$ cat src/hw/rtl/alpd_pkg.sv
`timescale 1ns / 1ps
`default_nettype none

package alpd_pkg;

   localparam int CSR_INDEX_BITS   = 2;
   localparam int CSR_DATA_BITS    = 20;
   localparam int LINE_LENGTH_BITS = 13;
   localparam int DELAY_BITS       = 20;
   localparam int GAIN_BITS        = 16;
   localparam int FRAC_BITS        = 8;

   localparam logic [CSR_INDEX_BITS-1:0] REG_LINE_LENGTH = 2'd0;
   localparam logic [CSR_INDEX_BITS-1:0] REG_DELAY_Q8    = 2'd1;
   localparam logic [CSR_INDEX_BITS-1:0] REG_GAIN        = 2'd2;

   localparam logic [LINE_LENGTH_BITS-1:0] LINE_LENGTH_RESET = 13'd4096;
   localparam logic [DELAY_BITS-1:0]       DELAY_Q8_RESET    = 20'd256;
   localparam logic [GAIN_BITS-1:0]        GAIN_RESET        = 16'd16384;

   typedef struct packed {
      logic take;
      logic feed;
      logic mul2;
      logic fin;
   } calc_ctl_type;

endpackage

`default_nettype wire

$ cat src/hw/rtl/alpd_calc.sv
`timescale 1ns / 1ps
`default_nettype none

module alpd_calc #(
   parameter int SAMPLE_BITS = 16
) (
   input  wire                              clock,
   input  wire                              reset,
   input  alpd_pkg::calc_ctl_type           ctl,
   input  wire  [alpd_pkg::GAIN_BITS-1:0]   gain,
   input  wire  [SAMPLE_BITS-1:0]           sample_in,
   input  wire  [alpd_pkg::FRAC_BITS-1:0]   frac,
   input  wire  [SAMPLE_BITS-1:0]           rd_data,
   output logic [SAMPLE_BITS-1:0]           v,
   output logic [SAMPLE_BITS-1:0]           y
);

   localparam int SB = SAMPLE_BITS;
   localparam int PB = alpd_pkg::GAIN_BITS + SB;
   localparam int WB = SB + 3;
   localparam int IB = SB + 10;

   logic signed [SB-1:0] x_ff;
   logic signed [PB-1:0] p1_ff;
   logic signed [SB-1:0] v_ff;
   logic signed [PB-1:0] p2_ff;
   logic signed [SB-1:0] a_ff;
   logic signed [SB-1:0] d_ff;
   logic signed [SB-1:0] d_in;

   function automatic logic [SB+1:0] rnd15(input logic [PB-1:0] p);
      logic [PB:0] e;
      e = {p[PB-1], p} + (PB+1)'(16384);
      return e[PB:15];
   endfunction

   function automatic logic [SB-1:0] sat(input logic [WB-1:0] w);
      logic fits;
      fits = (w[WB-1:SB-1] == '0) || (w[WB-1:SB-1] == '1);
      if (fits) begin
         return w[SB-1:0];
      end else if (w[WB-1]) begin
         return {1'b1, {(SB-1){1'b0}}};
      end else begin
         return {1'b0, {(SB-1){1'b1}}};
      end
   endfunction

   logic [SB+1:0]        r1;
   logic [SB+1:0]        r2;
   logic [WB-1:0]        v_w;
   logic [WB-1:0]        y_w;
   logic signed [SB:0]   dba;
   logic signed [IB-1:0] prod;
   logic signed [IB-1:0] sum;

   always_comb begin
      r1  = rnd15(p1_ff);
      v_w = {{3{x_ff[SB-1]}}, x_ff} - {r1[SB+1], r1};
      v   = sat(v_w);
      r2  = rnd15(p2_ff);
      y_w = {r2[SB+1], r2} + {{3{d_ff[SB-1]}}, d_ff};
      y   = sat(y_w);
      dba  = $signed({rd_data[SB-1], rd_data}) - $signed({a_ff[SB-1], a_ff});
      prod = $signed({{(IB-SB-1){dba[SB]}}, dba}) * $signed({1'b0, frac});
      sum  = $signed({{2{a_ff[SB-1]}}, a_ff, 8'h00}) + prod + IB'(128);
      d_in = sum[SB+7:8];
   end

   always_ff @(posedge clock) begin
      p1_ff <= $signed(gain) * d_ff;
      if (ctl.take) begin
         x_ff <= sample_in;
      end
      if (ctl.feed) begin
         v_ff <= v;
      end
      if (ctl.mul2) begin
         p2_ff <= $signed(gain) * v_ff;
         a_ff  <= rd_data;
      end
   end

   always_ff @(posedge clock) begin
      if (reset) begin
         d_ff <= '0;
      end else if (ctl.fin) begin
         d_ff <= d_in;
      end
   end

endmodule

`default_nettype wire

$ cat config.mk
export PLATFORM = sky130hd
export DESIGN_NAME = alpd_calc
export DESIGN_NICKNAME = d
export VERILOG_FILES = /design/src/hw/rtl/alpd_pkg.sv /design/src/hw/rtl/alpd_calc.sv
export SDC_FILE = /design/constraint.sdc
export NUM_CORES = 2
export LEC_CHECK = 0
export BUFFER_PORTS_ARGS = -buffer_cell sky130_fd_sc_hd__buf_4
export CELL_PAD_IN_SITES_DETAIL_PLACEMENT = 1
export CELL_PAD_IN_SITES_GLOBAL_PLACEMENT = 1
export CORE_MARGIN = 2
export CORE_UTILIZATION = 30
export CTS_CLUSTER_DIAMETER = 80
export DETAILED_ROUTE_END_ITERATION = 10
export GPL_ROUTABILITY_DRIVEN = 0
export PLACE_DENSITY_LB_ADDON = 0.1
export SKIP_LAST_GASP = 1
export SYNTH_ARGS = -nofsm -noshare
export SYNTH_HDL_FRONTEND = slang
export SYNTH_SLANG_ARGS = --single-unit
$ cat constraint.sdc
create_clock -name clock -period 7.9 [get_ports clock]
set_input_delay 0.79 -clock clock [delete_from_list [all_inputs] [get_ports clock]]
set_output_delay 0.79 -clock clock [all_outputs]
set_load 0.02 [all_outputs]
==> results.sh <==
export IMPL_synth_main_ff_cell="edfxtp_1"
export IMPL_cp_max_fo=2
export IMPL_fp_dieArea_sq_um=102000
export IMPL_ys_warnings_count=0
export IMPL_crit_path_max_incr_delay_ns=0.55
export IMPL_drc=0
export IMPL_required_ns=8.21
export IMPL_syn_inst=3233
export IMPL_ys_ff_latch=100
export IMPL_finalMaxSlewViolations=0
export IMPL_maxCapViolCount=0
export IMPL_drt_iter0_drc=673
export IMPL_rrSetupSlack_ns=0.48
export IMPL_clockRootBuffer="clkbuf_16"
export IMPL_final_nets=4281
export IMPL_antenna_found_initial=5
export IMPL_boundaryPins=94
export IMPL_max_freq_mhz=135
export IMPL_overflow=0
export IMPL_synth_top_cell_area_share_pct=43.1
export IMPL_hold_start="sample_in[3]"
export IMPL_worstReg2RegStart="a_ff[1]$_DFFE_PP_"
export IMPL_final_cell_mix="inv_1 (766), fa_1 (643), nand2_1 (395), ha_1 (256), and2_1 (253)"
export IMPL_synth_area_leader_cell="fa_1"
export IMPL_synth_edf_count=66
export IMPL_nFillCells=11400
export IMPL_routed_via_density=4.63
export IMPL_core_area_sq_um=98600
export IMPL_die_h_um=320
export IMPL_netlist_area_sq_um=29900
export IMPL_hold_path_class="primary input to flip-flop"
export IMPL_finalClockSkew_ns=0.0329
export IMPL_grt_pass1_vias=25000
export IMPL_synth_fp_nets=4194
export IMPL_post_drt_wl_per_cell_um=19.4
export IMPL_yosys_top_cells_area="fa_1 (43%), ha_1 (11%), inv_1 (9.6%)"
export IMPL_whs_endpoint="x_ff[3]$_DFFE_PP_"
export IMPL_first_pass_iters=7
export IMPL_final_cells=4613
export IMPL_hold_viol_final=0
export IMPL_setup_worst_path_start_class="primary input"
export IMPL_row_count=115
export IMPL_status="complete, no violations"
export IMPL_dp_cells=4594
export IMPL_cp_startpoint="rd_data[0]"
export IMPL_reg2reg_to="d_ff[15]$_SDFFE_PP0P_"
export IMPL_slowest_stage="fa_1"
export IMPL_drt_total_wl_um=89400
export IMPL_ys_seq_area_share_pct=8.91
export IMPL_relSlewSlack_pct=29.6
export IMPL_cts_tree="built"
export IMPL_holdPathStages=1
export IMPL_cts_inserted_buffers=9
export IMPL_clk_latency_ns=0.42
export IMPL_grt_max_degree=35
export IMPL_cp_arrival_ns=7.74
export IMPL_grt_pass1_wl_um=144000
export IMPL_synth_cell_type_count=70
export IMPL_min_period_ns=7.43
export IMPL_fin_crit_sh_pct=94.1
export IMPL_drtAntennaViolNets=0
export IMPL_cts_num_sinks=100
export IMPL_crit_top_cell="fa_1"
export IMPL_async_flop_share_pct=0
export IMPL_drive_gt1_share_pct=7.76
export IMPL_cts_max_level=3
export IMPL_rsz0062_at_grt="true"
export IMPL_setup_viol=0
export IMPL_cts_hold_buf=0
export IMPL_start_util_pct=30.3
export IMPL_die_x_um=320
export IMPL_area_growth_pct=9.99
export IMPL_cts_max_path_buffers=2
export IMPL_layout_commonest_cell="inv_1"
export IMPL_worst_r2r_path_depth=32
export IMPL_dp_final_hpwl_um=76100
export IMPL_cp_end_kind="flip-flop"
export IMPL_grt_usage_pct=18.4
export IMPL_tightest_slew_ns=1.05
export IMPL_crit_type="primary input to flip-flop"
export IMPL_holdWs_ns=0.533
export IMPL_vias=21400
export IMPL_avgSynthCellArea_sq_um=9.24
export IMPL_io_buffers=93
export IMPL_clk_pin_slew_ns=0.10
[synth_stat cells (all sizes together), types with 5 or more instances]
cell type	n
clkbuf	111
inv	766
and2	254
o211ai	7
o21ai	47
mux2i	16
nand4	22
nor3	25
a31oi	5
nand3	55
nand3b	11
buf	10
xor2	50
a21o	39
o21a	13
dfxtp	34
a211oi	10
nor2b	23
and3	16
nand2	396
nand2b	39
fa	643
or3	6
edfxtp	66
ha	256
nor2	94
o21bai	6
a21oi	69
a311oi	6
xnor2	93
[worst max-delay path, delay by kind of cell]
kind,cells,cell delay (ns)
xor gates and xnor gates,2,0.39
buffers and inverters,6,0.43
and+or+nand+nor,5,0.91
adders and majority gates,8,3.40
AOI/OAI and AO/OA,10,1.82
[routing by layer]
layer / wire length (um) / global-route usage, % / vias to the layer above
met2: 42900 / 30.7 / 224
met1: 42700 / 25.6 / 11200
met3: 2150 / 1.91 / 69
met4: 1680 / 4.09 / 0
li1: - / - / 9859
met5: 0 / 0 / -
[sequential cells by signal (all words and copies together), names as in the netlist]
register,count
v_ff,16
d_ff,16
p1_ff,18
p2_ff,18
a_ff,16
x_ff,16
[worst max-delay path by stage]
stage	end	slack (ns)	cells past startpoint
finish	d_ff[15]$_SDFFE_PP0P_	0.47	31
global route	d_ff[15]$_SDFFE_PP0P_	-0.05	34
CTS	d_ff[15]$_SDFFE_PP0P_	0.06	32
detailed placement	d_ff[15]$_SDFFE_PP0P_	-0.29	32
floorplan	d_ff[15]$_SDFFE_PP0P_	0.44	30
global placement	d_ff[15]$_SDFFE_PP0P_	-0.15	32
[cell families (layout without fill, tap and decap cells)]
| kind of cell | after synthesis | count (layout) | synth area share (%) |
|---|---|---|---|
| simple gates | 951 | 951 | 15.6 |
| fa+ha+maj | 899 | 899 | 53.8 |
| buf+inv | 887 | 979 | 11.2 |
| compound gates | 236 | 236 | 5.66 |
| xor+xnor | 143 | 143 | 4.19 |
| flops | 100 | 100 | 8.91 |
| mux | 17 | 17 | 0.586 |
| other cells | 0 | 1 | 0 |
[metrics by stage]
step	util (%)	instance area [sq um]	setup WS, ns	TNS, ns
final	33.3	32900	0.466	0
after global routing	33.3	32900	-0.0519	-0.122
after CTS	33.3	32800	0.0561	0
after detailed placement	33.0	32500	-0.293	-1.16
after global placement	33.0	32500	-0.153	-0.577
after floorplan	-	29900	0.435	0
[area by class of cell]
| cell class | count | area [sq um] | share of cell area [%] |
|---|---|---|---|
| Clock buffer | 9 | 225 | 0.685 |
| Tap cell | 1287 | 1610 | 4.90 |
| Multi-Input combinational cell | 2246 | 23900 | 72.8 |
| Sequential cell | 100 | 2660 | 8.10 |
| Clock inverter | 7 | 76.3 | 0.232 |
| Inverter | 766 | 2880 | 8.75 |
| Antenna cell | 1 | 2.50 | 0.00762 |
| Timing Repair Buffer | 197 | 1490 | 4.54 |
[what timing repair did]
action                                  in CTS  in global routing
resized for setup                            0                 12
buffers inserted                             0                  2
endpoints found under the setup margin       0                  7
Power is left out: the tool's default activity adds up to more than one toggle a clock period on the data nets, which glitch-free logic cannot reach.
